==> config.mk <==
export PLATFORM = sky130hd
export DESIGN_NAME = http_chunk_framer
export DESIGN_NICKNAME = d
export VERILOG_FILES = /design/src/hw/rtl/hcf_pkg.sv /design/src/hw/rtl/hcf_ram.sv /design/src/hw/rtl/hcf_cfg.sv /design/src/hw/rtl/hcf_ctrl.sv /design/src/hw/rtl/http_chunk_framer.sv
export VERILOG_INCLUDE_DIRS = /design/src /design/src/hw/rtl
export SDC_FILE = /design/constraint.sdc
export NUM_CORES = 1
export LEC_CHECK = 0
export BUFFER_PORTS_ARGS = -buffer_cell sky130_fd_sc_hd__buf_2
export CAP_MARGIN = 10
export CORE_ASPECT_RATIO = 1.2
export CORE_MARGIN = 1.5
export CORE_UTILIZATION = 41
export CTS_BUF_LIST = sky130_fd_sc_hd__clkbuf_4 sky130_fd_sc_hd__clkbuf_8
export CTS_CLUSTER_SIZE = 12
export DETAILED_ROUTE_END_ITERATION = 6
export GPL_TIMING_DRIVEN = 0
export SLEW_MARGIN = 20
export SYNTH_ARGS = -nofsm -noshare
export SYNTH_HDL_FRONTEND = slang
export SYNTH_SLANG_ARGS = --single-unit
==> constraint.sdc <==
create_clock -name clk -period 10.9 [get_ports clk]
set_input_delay 1.09 -clock clk [delete_from_list [all_inputs] [get_ports clk]]
set_output_delay 1.09 -clock clk [all_outputs]
set_load 0.03 [all_outputs]
==> src/hw/rtl/http_chunk_framer_defines.svh <==
// Assertion macros used by the framer RTL (hcf_ctrl).
// Each expects clk and rst_n in scope.
`ifndef HTTP_CHUNK_FRAMER_DEFINES_SVH
`define HTTP_CHUNK_FRAMER_DEFINES_SVH

// Same-cycle implication.
`define HCF_ASSERT_NOW(lbl, ante, cons, msg) \
    lbl: assert property (@(posedge clk) disable iff (!rst_n) (ante) |-> (cons)) \
        else $error(msg);

// Next-cycle implication.
`define HCF_ASSERT_NEXT(lbl, ante, cons, msg) \
    lbl: assert property (@(posedge clk) disable iff (!rst_n) (ante) |=> (cons)) \
        else $error(msg);

`endif

==> src/hw/rtl/hcf_pkg.sv <==
package hcf_pkg;

    // Buffer depth default and register widths
    localparam int BUFFER_DEPTH_DEF = 32;
    localparam int CFG_W            = 6;
    localparam int PADDR_W          = 2;
    localparam int PDATA_W          = 32;

    localparam logic [CFG_W-1:0]   MAX_CHUNK_RST  = 6'd32;
    localparam logic [PADDR_W-1:0] ADDR_MAX_CHUNK = 2'd0;

    // Result kinds
    typedef enum logic [1:0] {
        KIND_BYTE        = 2'd0,
        KIND_HDR_LEN     = 2'd1,
        KIND_HDR_CHUNKED = 2'd2,
        KIND_FLUSH       = 2'd3
    } kind_t;

    // Input opcodes
    typedef enum logic {
        OP_WRITE = 1'b0,
        OP_FLUSH = 1'b1
    } opcode_t;

    localparam logic [7:0] CHAR_CR = 8'h0D;
    localparam logic [7:0] CHAR_LF = 8'h0A;

    // One nibble to lower-case ASCII hex
    function automatic logic [7:0] hex_char(input logic [3:0] d);
        logic [7:0] r;
        if (d < 4'd10)
        begin
            r = 8'h30 + {4'h0, d};
        end
        else
        begin
            r = 8'h57 + {4'h0, d};
        end
        return r;
    endfunction

endpackage

==> src/hw/rtl/hcf_ram.sv <==
module hcf_ram #(
    parameter int WIDTH  = 8,
    parameter int DEPTH  = 32,
    parameter int ADDR_W = (DEPTH > 1) ? $clog2(DEPTH) : 1
) (
    input  logic              clk,
    input  logic              we,
    input  logic [ADDR_W-1:0] waddr,
    input  logic [WIDTH-1:0]  wdata,
    input  logic              re,
    input  logic [ADDR_W-1:0] raddr,
    output logic [WIDTH-1:0]  rdata
);

    logic [WIDTH-1:0] mem_reg [DEPTH];
    logic [WIDTH-1:0] rdata_reg;

    // One write port, one registered read port; rdata holds without re
    always_ff @(posedge clk)
    begin
        if (we)
        begin
            mem_reg[waddr] <= wdata;
        end
        if (re)
        begin
            rdata_reg <= mem_reg[raddr];
        end
    end

    assign rdata = rdata_reg;

endmodule

==> src/hw/rtl/hcf_cfg.sv <==
module hcf_cfg
    import hcf_pkg::*;
#(
    parameter int BUFFER_DEPTH = BUFFER_DEPTH_DEF,
    parameter int CNT_W        = $clog2(BUFFER_DEPTH + 1)
) (
    input  logic               clk,
    input  logic               rst_n,
    input  logic               psel,
    input  logic               penable,
    input  logic               pwrite,
    input  logic [PADDR_W-1:0] paddr,
    input  logic [PDATA_W-1:0] pwdata,
    output logic [PDATA_W-1:0] prdata,
    output logic               pready,
    output logic [CNT_W-1:0]   eff_len
);

    logic [CFG_W-1:0] max_chunk_reg;
    logic [CFG_W-1:0] max_chunk_next;
    logic             wr_hit;

    assign pready = 1'b1;
    assign wr_hit = psel && penable && pwrite && (paddr == ADDR_MAX_CHUNK);

    // Register write
    always_comb
    begin
        max_chunk_next = max_chunk_reg;
        if (wr_hit)
        begin
            max_chunk_next = pwdata[CFG_W-1:0];
        end
    end

    always_ff @(posedge clk or negedge rst_n)
    begin
        if (!rst_n)
        begin
            max_chunk_reg <= MAX_CHUNK_RST;
        end
        else
        begin
            max_chunk_reg <= max_chunk_next;
        end
    end

    // Readback
    assign prdata = (paddr == ADDR_MAX_CHUNK) ? PDATA_W'(max_chunk_reg) : '0;

    // Effective chunk length, clamped to 1..BUFFER_DEPTH
    always_comb
    begin
        if (max_chunk_reg == '0)
        begin
            eff_len = CNT_W'(1);
        end
        else if (max_chunk_reg > CFG_W'(BUFFER_DEPTH))
        begin
            eff_len = CNT_W'(BUFFER_DEPTH);
        end
        else
        begin
            eff_len = CNT_W'(max_chunk_reg);
        end
    end

endmodule

==> src/hw/rtl/hcf_ctrl.sv <==
`include "http_chunk_framer_defines.svh"

module hcf_ctrl
    import hcf_pkg::*;
#(
    parameter int BUFFER_DEPTH = BUFFER_DEPTH_DEF,
    parameter int CNT_W        = $clog2(BUFFER_DEPTH + 1),
    parameter int AW           = (BUFFER_DEPTH > 1) ? $clog2(BUFFER_DEPTH) : 1
) (
    input  logic             clk,
    input  logic             rst_n,
    input  logic [CNT_W-1:0] eff_len,
    // input words
    input  logic             in_valid,
    output logic             in_ready,
    input  logic             opcode,
    input  logic [7:0]       data_byte,
    // result words
    output logic             out_valid,
    input  logic             out_ready,
    output logic [1:0]       kind,
    output logic [7:0]       out_byte,
    output logic [CFG_W-1:0] content_length,
    output logic             last,
    // buffer memory
    output logic             ram_we,
    output logic [AW-1:0]    ram_waddr,
    output logic [7:0]       ram_wdata,
    output logic             ram_re,
    output logic [AW-1:0]    ram_raddr,
    input  logic [7:0]       ram_rdata
);

    localparam int NIB_N = (CNT_W + 3) / 4;
    localparam int NIB_W = (NIB_N > 1) ? $clog2(NIB_N) : 1;

    typedef enum logic [9:0] {
        ST_IDLE = 10'b00_0000_0001,
        ST_HDR  = 10'b00_0000_0010,
        ST_HEX  = 10'b00_0000_0100,
        ST_CR1  = 10'b00_0000_1000,
        ST_LF1  = 10'b00_0001_0000,
        ST_RD   = 10'b00_0010_0000,
        ST_DATA = 10'b00_0100_0000,
        ST_CR2  = 10'b00_1000_0000,
        ST_LF2  = 10'b01_0000_0000,
        ST_FIN  = 10'b10_0000_0000
    } state_t;

    state_t           state_reg,   state_next;
    logic [CNT_W-1:0] fill_reg,    fill_next;
    logic             hdr_sent_reg, hdr_sent_next;
    logic             flush_reg,   flush_next;
    logic             framed_reg,  framed_next;
    logic [CNT_W-1:0] clen_reg,    clen_next;
    logic [NIB_W-1:0] nib_reg,     nib_next;
    logic [AW-1:0]    idx_reg,     idx_next;
    logic [7:0]       byte_reg,    byte_next;

    logic             out_valid_reg;
    logic [1:0]       kind_reg;
    logic [7:0]       out_byte_reg;
    logic [CFG_W-1:0] len_reg;
    logic             last_reg;

    logic             accept;
    logic             free;
    logic             full;
    logic             idx_last;
    logic [NIB_N*4-1:0] clen_pad;

    logic             push;
    kind_t            push_kind;
    logic [7:0]       push_data;
    logic [CFG_W-1:0] push_len;
    logic             push_last;

    // Index of the highest nonzero nibble, 0 for a zero value
    function automatic logic [NIB_W-1:0] top_nib(input logic [CNT_W-1:0] v);
        logic [NIB_N*4-1:0] p;
        logic [NIB_W-1:0]   r;
        p = (NIB_N*4)'(v);
        r = '0;
        for (int k = 0; k < NIB_N; k++)
        begin
            if (p[k*4 +: 4] != 4'd0)
            begin
                r = NIB_W'(k);
            end
        end
        return r;
    endfunction

    assign in_ready = (state_reg == ST_IDLE);
    assign accept   = in_valid && in_ready;
    assign free     = !out_valid_reg || out_ready;
    assign full     = (fill_reg >= eff_len);
    assign idx_last = (CNT_W'(idx_reg) == (clen_reg - CNT_W'(1)));
    assign clen_pad = (NIB_N*4)'(clen_reg);

    // Sequencer: buffer writes, buffer reads and result generation
    always_comb
    begin
        state_next    = state_reg;
        fill_next     = fill_reg;
        hdr_sent_next = hdr_sent_reg;
        flush_next    = flush_reg;
        framed_next   = framed_reg;
        clen_next     = clen_reg;
        nib_next      = nib_reg;
        idx_next      = idx_reg;
        byte_next     = byte_reg;

        push      = 1'b0;
        push_kind = KIND_BYTE;
        push_data = '0;
        push_len  = '0;
        push_last = 1'b0;

        ram_we    = 1'b0;
        ram_waddr = fill_reg[AW-1:0];
        ram_wdata = data_byte;
        ram_re    = 1'b0;
        ram_raddr = idx_reg;

        unique case (state_reg)
            ST_IDLE:
            begin
                if (accept)
                begin
                    clen_next = fill_reg;
                    nib_next  = top_nib(fill_reg);
                    if (opcode == OP_WRITE)
                    begin
                        if (full)
                        begin
                            // full buffer goes out as a chunk first
                            byte_next   = data_byte;
                            flush_next  = 1'b0;
                            framed_next = 1'b1;
                            state_next  = hdr_sent_reg ? ST_HEX : ST_HDR;
                        end
                        else
                        begin
                            ram_we    = 1'b1;
                            fill_next = fill_reg + CNT_W'(1);
                        end
                    end
                    else
                    begin
                        flush_next  = 1'b1;
                        framed_next = hdr_sent_reg;
                        state_next  = hdr_sent_reg ? ST_HEX : ST_HDR;
                    end
                end
            end
            ST_HDR:
            begin
                if (free)
                begin
                    push = 1'b1;
                    if (framed_reg)
                    begin
                        push_kind     = KIND_HDR_CHUNKED;
                        hdr_sent_next = 1'b1;
                        state_next    = ST_HEX;
                    end
                    else
                    begin
                        push_kind  = KIND_HDR_LEN;
                        push_len   = CFG_W'(clen_reg);
                        idx_next   = '0;
                        state_next = (clen_reg != '0) ? ST_RD : ST_FIN;
                    end
                end
            end
            ST_HEX:
            begin
                if (free)
                begin
                    push      = 1'b1;
                    push_data = hex_char(clen_pad[nib_reg*4 +: 4]);
                    if (nib_reg == '0)
                    begin
                        state_next = ST_CR1;
                    end
                    else
                    begin
                        nib_next = nib_reg - NIB_W'(1);
                    end
                end
            end
            ST_CR1:
            begin
                if (free)
                begin
                    push       = 1'b1;
                    push_data  = CHAR_CR;
                    state_next = ST_LF1;
                end
            end
            ST_LF1:
            begin
                if (free)
                begin
                    push       = 1'b1;
                    push_data  = CHAR_LF;
                    idx_next   = '0;
                    state_next = (clen_reg != '0) ? ST_RD : ST_CR2;
                end
            end
            ST_RD:
            begin
                ram_re     = 1'b1;
                state_next = ST_DATA;
            end
            ST_DATA:
            begin
                if (free)
                begin
                    push      = 1'b1;
                    push_data = ram_rdata;
                    if (idx_last)
                    begin
                        state_next = framed_reg ? ST_CR2 : ST_FIN;
                    end
                    else
                    begin
                        // fetch the next byte while this one leaves
                        idx_next  = idx_reg + AW'(1);
                        ram_re    = 1'b1;
                        ram_raddr = idx_reg + AW'(1);
                    end
                end
            end
            ST_CR2:
            begin
                if (free)
                begin
                    push       = 1'b1;
                    push_data  = CHAR_CR;
                    state_next = ST_LF2;
                end
            end
            ST_LF2:
            begin
                if (free)
                begin
                    push      = 1'b1;
                    push_data = CHAR_LF;
                    if (!flush_reg)
                    begin
                        // held byte opens the next chunk
                        push_last  = 1'b1;
                        ram_we     = 1'b1;
                        ram_waddr  = '0;
                        ram_wdata  = byte_reg;
                        fill_next  = CNT_W'(1);
                        state_next = ST_IDLE;
                    end
                    else if (clen_reg != '0)
                    begin
                        // terminator chunk
                        clen_next  = '0;
                        nib_next   = '0;
                        state_next = ST_HEX;
                    end
                    else
                    begin
                        state_next = ST_FIN;
                    end
                end
            end
            ST_FIN:
            begin
                if (free)
                begin
                    push          = 1'b1;
                    push_kind     = KIND_FLUSH;
                    push_last     = 1'b1;
                    fill_next     = '0;
                    hdr_sent_next = 1'b0;
                    state_next    = ST_IDLE;
                end
            end
            default:
            begin
                state_next = ST_IDLE;
            end
        endcase
    end

    // Control registers
    always_ff @(posedge clk or negedge rst_n)
    begin
        if (!rst_n)
        begin
            state_reg     <= ST_IDLE;
            fill_reg      <= '0;
            hdr_sent_reg  <= 1'b0;
            flush_reg     <= 1'b0;
            framed_reg    <= 1'b0;
            clen_reg      <= '0;
            nib_reg       <= '0;
            idx_reg       <= '0;
            out_valid_reg <= 1'b0;
        end
        else
        begin
            state_reg    <= state_next;
            fill_reg     <= fill_next;
            hdr_sent_reg <= hdr_sent_next;
            flush_reg    <= flush_next;
            framed_reg   <= framed_next;
            clen_reg     <= clen_next;
            nib_reg      <= nib_next;
            idx_reg      <= idx_next;
            if (push)
            begin
                out_valid_reg <= 1'b1;
            end
            else if (out_ready)
            begin
                out_valid_reg <= 1'b0;
            end
        end
    end

    // Payload registers
    always_ff @(posedge clk)
    begin
        byte_reg <= byte_next;
        if (push)
        begin
            kind_reg     <= push_kind;
            out_byte_reg <= push_data;
            len_reg      <= push_len;
            last_reg     <= push_last;
        end
    end

    assign out_valid      = out_valid_reg;
    assign kind           = kind_reg;
    assign out_byte       = out_byte_reg;
    assign content_length = len_reg;
    assign last           = last_reg;

    `HCF_ASSERT_NOW(a_fill_bound, 1'b1, fill_reg <= CNT_W'(BUFFER_DEPTH), "fill count beyond buffer depth")
    `HCF_ASSERT_NEXT(a_fill_inc, accept && (opcode == OP_WRITE) && !full, fill_reg == $past(fill_reg) + CNT_W'(1), "buffered write lost")
    `HCF_ASSERT_NEXT(a_fin_clear, push && (state_reg == ST_FIN), (fill_reg == '0) && !hdr_sent_reg && in_ready, "stream state not cleared after flush")
    `HCF_ASSERT_NOW(a_push_free, push, free, "word pushed into occupied output register")
    `HCF_ASSERT_NOW(a_ram_port, ram_we, !ram_re, "buffer read and write overlap")

endmodule

==> src/hw/rtl/http_chunk_framer.sv <==
// Channel   Handshake             Payload
// apb       psel/penable/pready   paddr, pwdata -> max_chunk_len, prdata
// in        in_valid/in_ready     opcode, data_byte
// out       out_valid/out_ready   kind, out_byte, content_length, last
//
// A write into a non-full buffer gives no words.
// A chunk goes out as hex digits, CR, LF, data bytes, CR, LF; while out_ready is high
// one word per cycle leaves the output register, paced by the registered RAM read.
// A flush adds headers or the terminator chunk and the destination-flush word.
// Reset is asynchronous, active low; the buffer memory is not cleared.
// A stall on out holds the sequencer; in is taken again once the last word is queued.
module http_chunk_framer
    import hcf_pkg::*;
#(
    parameter int BUFFER_DEPTH = BUFFER_DEPTH_DEF
) (
    input  logic               clk,
    input  logic               rst_n,
    // configuration
    input  logic               psel,
    input  logic               penable,
    input  logic               pwrite,
    input  logic [PADDR_W-1:0] paddr,
    input  logic [PDATA_W-1:0] pwdata,
    output logic [PDATA_W-1:0] prdata,
    output logic               pready,
    // input words
    input  logic               in_valid,
    output logic               in_ready,
    input  logic               opcode,
    input  logic [7:0]         data_byte,
    // result words
    output logic               out_valid,
    input  logic               out_ready,
    output logic [1:0]         kind,
    output logic [7:0]         out_byte,
    output logic [CFG_W-1:0]   content_length,
    output logic               last
);

    localparam int CNT_W = $clog2(BUFFER_DEPTH + 1);
    localparam int AW    = (BUFFER_DEPTH > 1) ? $clog2(BUFFER_DEPTH) : 1;

    logic [CNT_W-1:0] eff_len;
    logic             ram_we;
    logic [AW-1:0]    ram_waddr;
    logic [7:0]       ram_wdata;
    logic             ram_re;
    logic [AW-1:0]    ram_raddr;
    logic [7:0]       ram_rdata;

    // Configuration register
    hcf_cfg #(
        .BUFFER_DEPTH (BUFFER_DEPTH),
        .CNT_W        (CNT_W)
    ) u_cfg (
        .clk     (clk),
        .rst_n   (rst_n),
        .psel    (psel),
        .penable (penable),
        .pwrite  (pwrite),
        .paddr   (paddr),
        .pwdata  (pwdata),
        .prdata  (prdata),
        .pready  (pready),
        .eff_len (eff_len)
    );

    // Chunk buffer
    hcf_ram #(
        .WIDTH  (8),
        .DEPTH  (BUFFER_DEPTH),
        .ADDR_W (AW)
    ) u_buf (
        .clk   (clk),
        .we    (ram_we),
        .waddr (ram_waddr),
        .wdata (ram_wdata),
        .re    (ram_re),
        .raddr (ram_raddr),
        .rdata (ram_rdata)
    );

    // Framing sequencer and output register
    hcf_ctrl #(
        .BUFFER_DEPTH (BUFFER_DEPTH),
        .CNT_W        (CNT_W),
        .AW           (AW)
    ) u_ctrl (
        .clk            (clk),
        .rst_n          (rst_n),
        .eff_len        (eff_len),
        .in_valid       (in_valid),
        .in_ready       (in_ready),
        .opcode         (opcode),
        .data_byte      (data_byte),
        .out_valid      (out_valid),
        .out_ready      (out_ready),
        .kind           (kind),
        .out_byte       (out_byte),
        .content_length (content_length),
        .last           (last),
        .ram_we         (ram_we),
        .ram_waddr      (ram_waddr),
        .ram_wdata      (ram_wdata),
        .ram_re         (ram_re),
        .ram_raddr      (ram_raddr),
        .ram_rdata      (ram_rdata)
    );

endmodule
==> results of run 1 <==
[cell usage in the layout, fill, tap and decap left out, types with 11 or more instances in the layout]
cell type	Yosys	layout
nor4_1	13	12
a31oi_1	18	18
clkbuf_1	36	36
mux2_2	11	11
buf_4	33	34
nand3_1	68	68
and3_1	15	15
mux4_2	16	16
nand4_1	21	21
o21ai_0	38	38
clkbuf_8	0	53
nor3b_1	12	12
mux2i_1	42	42
dfrtp_1	36	36
a21oi_1	17	17
a211oi_1	18	18
nor2_1	74	67
conb_1	2	27
buf_2	23	71
nor3_1	18	13
a221oi_1	14	14
inv_1	14	14
a32oi_1	16	16
nand2_1	202	194
clkbuf_4	0	16
edfxtp_1	289	289
[Yosys cell counts, types with 16 or more instances]
library cell / n / area, um2
mux4_2: 16 / 360
buf_4: 33 / 248
a31oi_1: 18 / 113
nand3_1: 68 / 340
nor2_1: 74 / 278
clkbuf_1: 36 / 135
nand4_1: 21 / 131
nor3_1: 18 / 90.1
a32oi_1: 16 / 140
buf_2: 23 / 115
a21oi_1: 17 / 85.1
a211oi_1: 18 / 135
mux2i_1: 42 / 420
nand2_1: 202 / 758
edfxtp_1: 289 / 8680
o21ai_0: 38 / 190
dfrtp_1: 36 / 901
[cells by family (layout without fill, tap and decap cells)]
kind of cell,after synthesis,count (layout),synth area share (%)
buf+inv,109,253,3.69
compound gates,206,206,10.2
other cells,2,27,0.0494
flops,327,327,63.3
fa+ha+maj,10,10,0.823
xor+xnor,14,14,1.05
simple gates,477,477,14.9
mux,69,69,5.95
[report_power, final]
part | internal (uW) | switching [uW] | total (uW)
combinational | 324 | 679 | 1000
sequential | 1460 | 62.1 | 1520
clock | 582 | 494 | 1080
[worst paths after layout]
path / from / end / slack (ps) / depth (start not counted)
setup / recovery: out_ready / u_buf.rdata[0]$_DFFE_PP_ / 6400 / 12
hold / removal: u_buf.rdata[5]$_DFFE_PP_ / u_ctrl.out_byte[5]$_DFFE_PP_ / 520 / 1
setup reg to reg: u_ctrl.clen_reg[0]$_DFFE_PN0P_ / u_buf.rdata[7]$_DFFE_PP_ / 6480 / 12
hold reg to reg: u_buf.rdata[5]$_DFFE_PP_ / u_ctrl.out_byte[5]$_DFFE_PP_ / 520 / 1
max in group asynchronous: rst_n / u_ctrl.idx_reg[4]$_DFFE_PN0P_ / 9710 / 1
min in group asynchronous: rst_n / u_ctrl.state_reg[2]$_DFFE_PN0P_ / 590 / 1
[metrics by stage]
| step | setup WS [ps] | std cells | util, % |
|---|---|---|---|
| 2_1_floorplan | 7360 | 1239 | - |
| 3_3_place_gp | 5850 | 1761 | 44.0 |
| 3_5_place_dp | 5840 | 1762 | 44.2 |
| 4_1_cts | 6470 | 1857 | 47.0 |
| 5_1_grt | 6230 | 1857 | 47.1 |
| 6_report | 6400 | 1857 | 47.1 |
[area by class of cell]
cell class              instances  area, um2
fillers                      3267      19400
flip-flops and latches        327       9630
multi-input cells             803       5190
clock buffers                  69        850
well taps                     474        593
plain buffers                  94        505
repair buffers                 49        248
clock inverters                26        206
inverters                      15       56.3
[critical path, stage by stage]
cell	delay (ps)
buf_2	90
nand2b_1	120
clkbuf_1	430
nand4_1	390
clkbuf_1	350
a211oi_4	520
buf_4	280
o21ai_1	100
a21oi_2	550
a31oi_1	210
a32oi_1	440
nand3_1	250
[layer usage]
metal  vias to the layer above  global-route usage (%)
met5                         -                       0
met4                         2                    12.2
met3                       116                    4.35
met2                       468                    38.5
met1                      5353                    28.0
li1                       4839                       -
==> metrics.cfg, run 1 <==
[worst_setup_path]
path_class = input pin to flop
worstSetupEndpointType = flop
worstPathRequired_ps = 11210
crit_path_start_kind = input pin
cp_max_fo = 10
cp.arrival_ps = 4810

[clock_tree]
cts_buffer_depth = 3
ctsHoldBuffers = 0
cts_setup_buffers = 0
clock_latency_ps = 630
htreeDepth = 2
cts_tree = built
clkSlewWorstSetupHoldPaths_ps = 60
numCtsBuffers = 51
clockRootBuffer = clkbuf_8
postCtsResizedCells = 0
clock-sinks = 327

[die]
die-area_um2 = 38300
die_width_um = 179
num_rows = 77
coreArea_um2 = 36700
top_level_ports = 102
die_h_um = 214
initial_core_util_pct = 41.4

[pwr]
p_per_area_nw_per_um2 = 208
ir_worst_vdd_uv = 78.7
p_leak_uw = 0.00635
p_total_uw = 3600

[timing]
hold_viol = 0
final_max_slew_viol_count = 0
relSlewSlack_pct = 19.2
tightest_slew_ps = 1210
rsz0062_at_grt = no
holdWs_ps = 520
fin_crit_ps = 4500
layout_worst_path_cycle_share_pct = 41.2
skew_ps = 37.1
max_freq_ghz = 0.222
setup_viol = 0
finalSetupTns_ps = 0

[synthesis]
seq_area_frac_synth_pct = 63.3
netlist_area_um2 = 15200
synth_flop_cell = edfxtp_1
ys_warn_count = 0
synthCells = 1214
ys_ff_latch = 327
yosysUniqueCellTypes = 91
syn_area_per_cell_um2 = 12.5
synth_edf_count = 289
async_flop_share_pct = 11.6

[place]
dp_hpwl_um = 30000
gp_congestion = 0.903
port_buffers = 48
place_area_um2 = 16200

[detailed_routing]
met2_length_um = 21400
drc = 0
routed.top_layer = met5
drt-initial-drc-count = 936
viasPerCell = 5.80
drt_first_pass_iters = 5
wl_met3_um = 2900
wl_per_cell_um = 23.4
drt_wl_total_um = 43400
dr_total_vias = 10800
ant_nets = 0
wl_met1_um = 16800

[global_routing]
grt_pass1_vias = 10600
grt_max_degree = 39
antenna_found_initial = 1
track_usage_pct = 23.1
overflow = 0
grt_pass1_wl_um = 65100

[flow_run]
cap_violations = 0

[final_layout]
layout-drive-gt1-share_pct = 19.2
nets = 1401
syn_to_final_growth_pct = 13.6
largest_reg_flops = 256
n_antenna_cell = 0
postLayoutCellArea_um2 = 17300

[run_status]
status = completed

[min_path]
min_path_type = flop to flop

No activity file was read; power rests on OpenSTA's default activity.
==> inputs of run 2 (changes only) <==
Settings changed: ABC_AREA from default to 1.
Clock period 10.9 ns to 4.35 ns, I/O delays scaled along.
==> run 2 against run 1 <==
Synthesized area up 2.4%. Register-to-register slack worse by 5700 ps. Worst hold slack worse by 500 ps. Clock power rose to 2.5 times the previous value. Sequential cell count unchanged. Cell area up 2.1%. Sequential power rose to 2.6 times the previous value. Clock skew down 22 ps. Critical path depth up 2. Count of clock-buffer cells in the layout up 6.
==> metrics.cfg, run 2 <==
[pwr]
pwr-share-comb_pct = 39.9  ; +12 points
sw_frac_of_total_pct = 41.4  ; +7.1 points
p_leak_uw = 0.00747  ; +18%
p_switching_uw = 4550  ; +270%
p_seq_share_pct = 35.4  ; -6.8 points
clkPwrFrac_pct = 24.7  ; -5.2 points
intPower_uw = 6440  ; +170%
ir_worst_vdd_uv = 230  ; +190%
p_per_area_nw_per_um2 = 623  ; +200%

[synthesis]
synth_flop_cell = edfxtp_1
ys_ff_latch = 327  ; unchanged
synth_xor_area_share_pct = 0.225  ; -0.83 points
synthAdderAreaFrac_pct = 0.803  ; -0.019 points
async_flop_share_pct = 11.6  ; unchanged
synthCells = 1584  ; +30%
ys_warn_count = 0  ; unchanged
yosys-mux-area-fraction_pct = 0  ; -5.9 points
synth_largest_area_cell = edfxtp_1
synth_top_family_by_area = simple AND/OR/NAND/NOR gates
seq_area_frac_synth_pct = 61.8  ; -1.5 points
yosysUniqueCellTypes = 43  ; -53%
synth-compound-area-share_pct = 2.71  ; -7.5 points
yosys-top-cells-area = edfxtp_1, nand3_1, nand2_1, dfrtp_1, inv_1
synth_edf_count = 289  ; unchanged
synth-simple-area-share_pct = 25.0  ; +10 points
synthTopCellsByCount = nand3_1, nand2_1, edfxtp_1, inv_1, nor2_1
syn_area_per_cell_um2 = 9.83  ; -22%
netlist_area_um2 = 15600  ; +2.4%
synth.most_common_cell = nand3_1
synth_top_area_share_pct = 55.7  ; -1.3 points

[worst_setup_path]
cp.arrival_ps = 3800  ; -1010 ps
worstPathRequired_ps = 4580  ; -6630 ps
crit_family = simple AND/OR/NAND/NOR gates
path_common_cell = nor2_1
path_class = flop to flop
cp_max_fo = 8  ; -2
crit_start = u_cfg.max_chunk_reg[2]$_DFFE_PN0P_
path_cells = nor3_1 > nand3_1 > nand2_1 > nand2_1 > ha_1 > inv_1 > nor2_1 > o211ai_1 > o2111ai_1 > nor2_1 > a21oi_1 > nor2_1 > nand3_1 > nor2_1
crit_path_start_kind = flop
worstSetupEndpointType = flop
r2r-start = u_cfg.max_chunk_reg[2]$_DFFE_PN0P_
crit_buf_inv = 1  ; -3
slowest_stage = nor2_1
slowest_delay_ps = 730  ; +180 ps

[global_routing]
overflow = 0  ; unchanged
grt_pass1_wl_um = 67900  ; +4.4%
track_usage_pct = 23.2  ; +0.12 points
grt_max_degree = 39  ; unchanged
antenna_found_initial = 0  ; -1
grt_pass1_vias = 11600  ; +9.8%

[clock_tree]
clock-sinks = 327  ; unchanged
cts_setup_buffers = 0  ; unchanged
cts_buffer_depth = 3  ; unchanged
clkSlewWorstSetupHoldPaths_ps = 60  ; about the same
ctsHoldBuffers = 3  ; +3
clock_latency_ps = 610  ; -20 ps
postCtsResizedCells = 0  ; unchanged
clockRootBuffer = clkbuf_8
cts_tree = built
numCtsBuffers = 52  ; +2.0%
htreeDepth = 2  ; unchanged

[timing]
final_max_slew_viol_count = 0  ; unchanged
finalWorstSetupSlack_ps = 783  ; -5620 ps
max_freq_ghz = 0.280
fin_crit_ps = 3570
skew_ps = 14.9  ; -22.1 ps
layout_worst_path_cycle_share_pct = 82.0
rsz0062_at_grt = no
tightest_slew_ps = 947  ; -264 ps
setup_viol = 0  ; unchanged
finalSetupTns_ps = 0  ; unchanged
hold_viol = 0  ; unchanged
relSlewSlack_pct = 36.6  ; +17 points

[detailed_routing]
ant_nets = 0  ; unchanged
drt-initial-drc-count = 1142  ; +22%
wl_per_cell_um = 20.1  ; -14%
dr_total_vias = 11800  ; +9.5%
drt_wl_total_um = 45000  ; +3.6%
drt_first_pass_iters = 5  ; unchanged
viasPerCell = 5.28  ; -9.1%
drc = 0  ; unchanged

[place]
post-place-ws_ps = 748  ; -5100 ps
port_buffers = 48  ; unchanged
gp_congestion = 0.890  ; -1.5%
dp_cells = 2139  ; +21%
place_area_um2 = 16600  ; +2.2%
dp_hpwl_um = 30600  ; +2.2%

[die]
top_level_ports = 102  ; unchanged
num_rows = 78  ; +1.3%
die-area_um2 = 39200  ; +2.4%
die_h_um = 217  ; +1.2%
die_width_um = 181  ; +1.2%
coreArea_um2 = 37700  ; +2.6%
initial_core_util_pct = 41.3  ; -0.095 points

[final_layout]
largest_reg_flops = 256  ; unchanged
utilization_pct = 46.9  ; -0.23 points
layout-drive-gt1-share_pct = 14.6  ; -4.6 points
stdcell_count = 2236  ; +20%
n_antenna_cell = 0  ; unchanged
layout_commonest_cell = nand3_1
postLayoutCellArea_um2 = 17700  ; +2.1%
syn_to_final_growth_pct = 13.3
layout_common_cells = nand3_1, nand2_1, edfxtp_1
nets = 1776  ; +27%

[min_path]
min_from = data_byte[4]
min_path_type = input pin to flop

[run_status]
status = completed

[flow_run]
cap_violations = 0  ; unchanged

-- run 2: changes by cell type in the layout (fill, tap and decap cells not counted), moves of 18 or more --
cell	previous run	this run
inv_1	14	232
nand3b_1	3	66
buf_2	71	104
a31oi_1	18	0
clkbuf_1	36	12
nand3_1	68	321
mux2i_1	42	0
nand2_1	194	299
nor2_1	67	94
-- run 2: path summary, 6_finish.rpt --
kind                                                         to  slack, ps  cells after the start
min in group asynchronous       u_ctrl.state_reg[5]$_DFFE_PN0P_        490                      2
worst min register to register     u_ctrl.flush_reg$_DFFE_PN0P_        540                      2
worst min-delay path               u_ctrl.byte_reg[4]$_DFFE_PP_         20                      1
max in group asynchronous          u_ctrl.out_valid$_DFFE_PN0P_       3280                      2
worst max-delay path             u_buf.mem_reg[30][6]$_DFFE_PP_        780                     14
worst max register to register   u_buf.mem_reg[30][6]$_DFFE_PP_        780                     14
-- run 2: cell families after synthesis --
| family | Yosys count |
|---|---|
| adder cells (fa/ha/maj) | 10 |
| buffers and inverters | 339 |
| XOR/XNOR | 4 |
| AO/OA/AOI/OAI | 72 |
| other | 2 |
| flip-flops | 327 |
| AND/OR/NAND/NOR | 830 |
-- run 2: layer usage --
metal | global-route usage, % | wire (um) | share of wire [%]
met1 | 26.8 | 17500 | 39
met2 | 40.7 | 22300 | 50
met3 | 3.85 | 2780 | 6.2
met4 | 13.1 | 2380 | 5.3
met5 | 0 | 0 | 0
-- run 2: metrics by stage --
stage / power (uW) / hold WS (ps)
2_1_floorplan: 6760 / 139
3_3_place_gp: 8200 / 509
3_5_place_dp: 8280 / 532
4_1_cts: 11000 / 0.506
5_1_grt: 11600 / 4.64
6_report: 11000 / 22.1
-- run 2: power by group through the flow --
stage	registers, uW	clock network (uW)	logic [uW]
final	3890	2710	4390
after global routing	3910	2890	4780
after CTS	3890	2750	4350
after detailed placement	3950	0	4330
after global placement	3950	0	4250
after floorplan	4020	0	2750
-- run 2: final cells by class --
cell class | count | area (um2)
Buffer | 100 | 564
Clock buffer | 75 | 895
Clock inverter | 19 | 160
Fill cell | 3561 | 20000
Inverter | 239 | 897
Multi-Input combinational cell | 943 | 4610
Sequential cell | 327 | 9630
Tap cell | 480 | 601
Timing Repair Buffer | 53 | 295
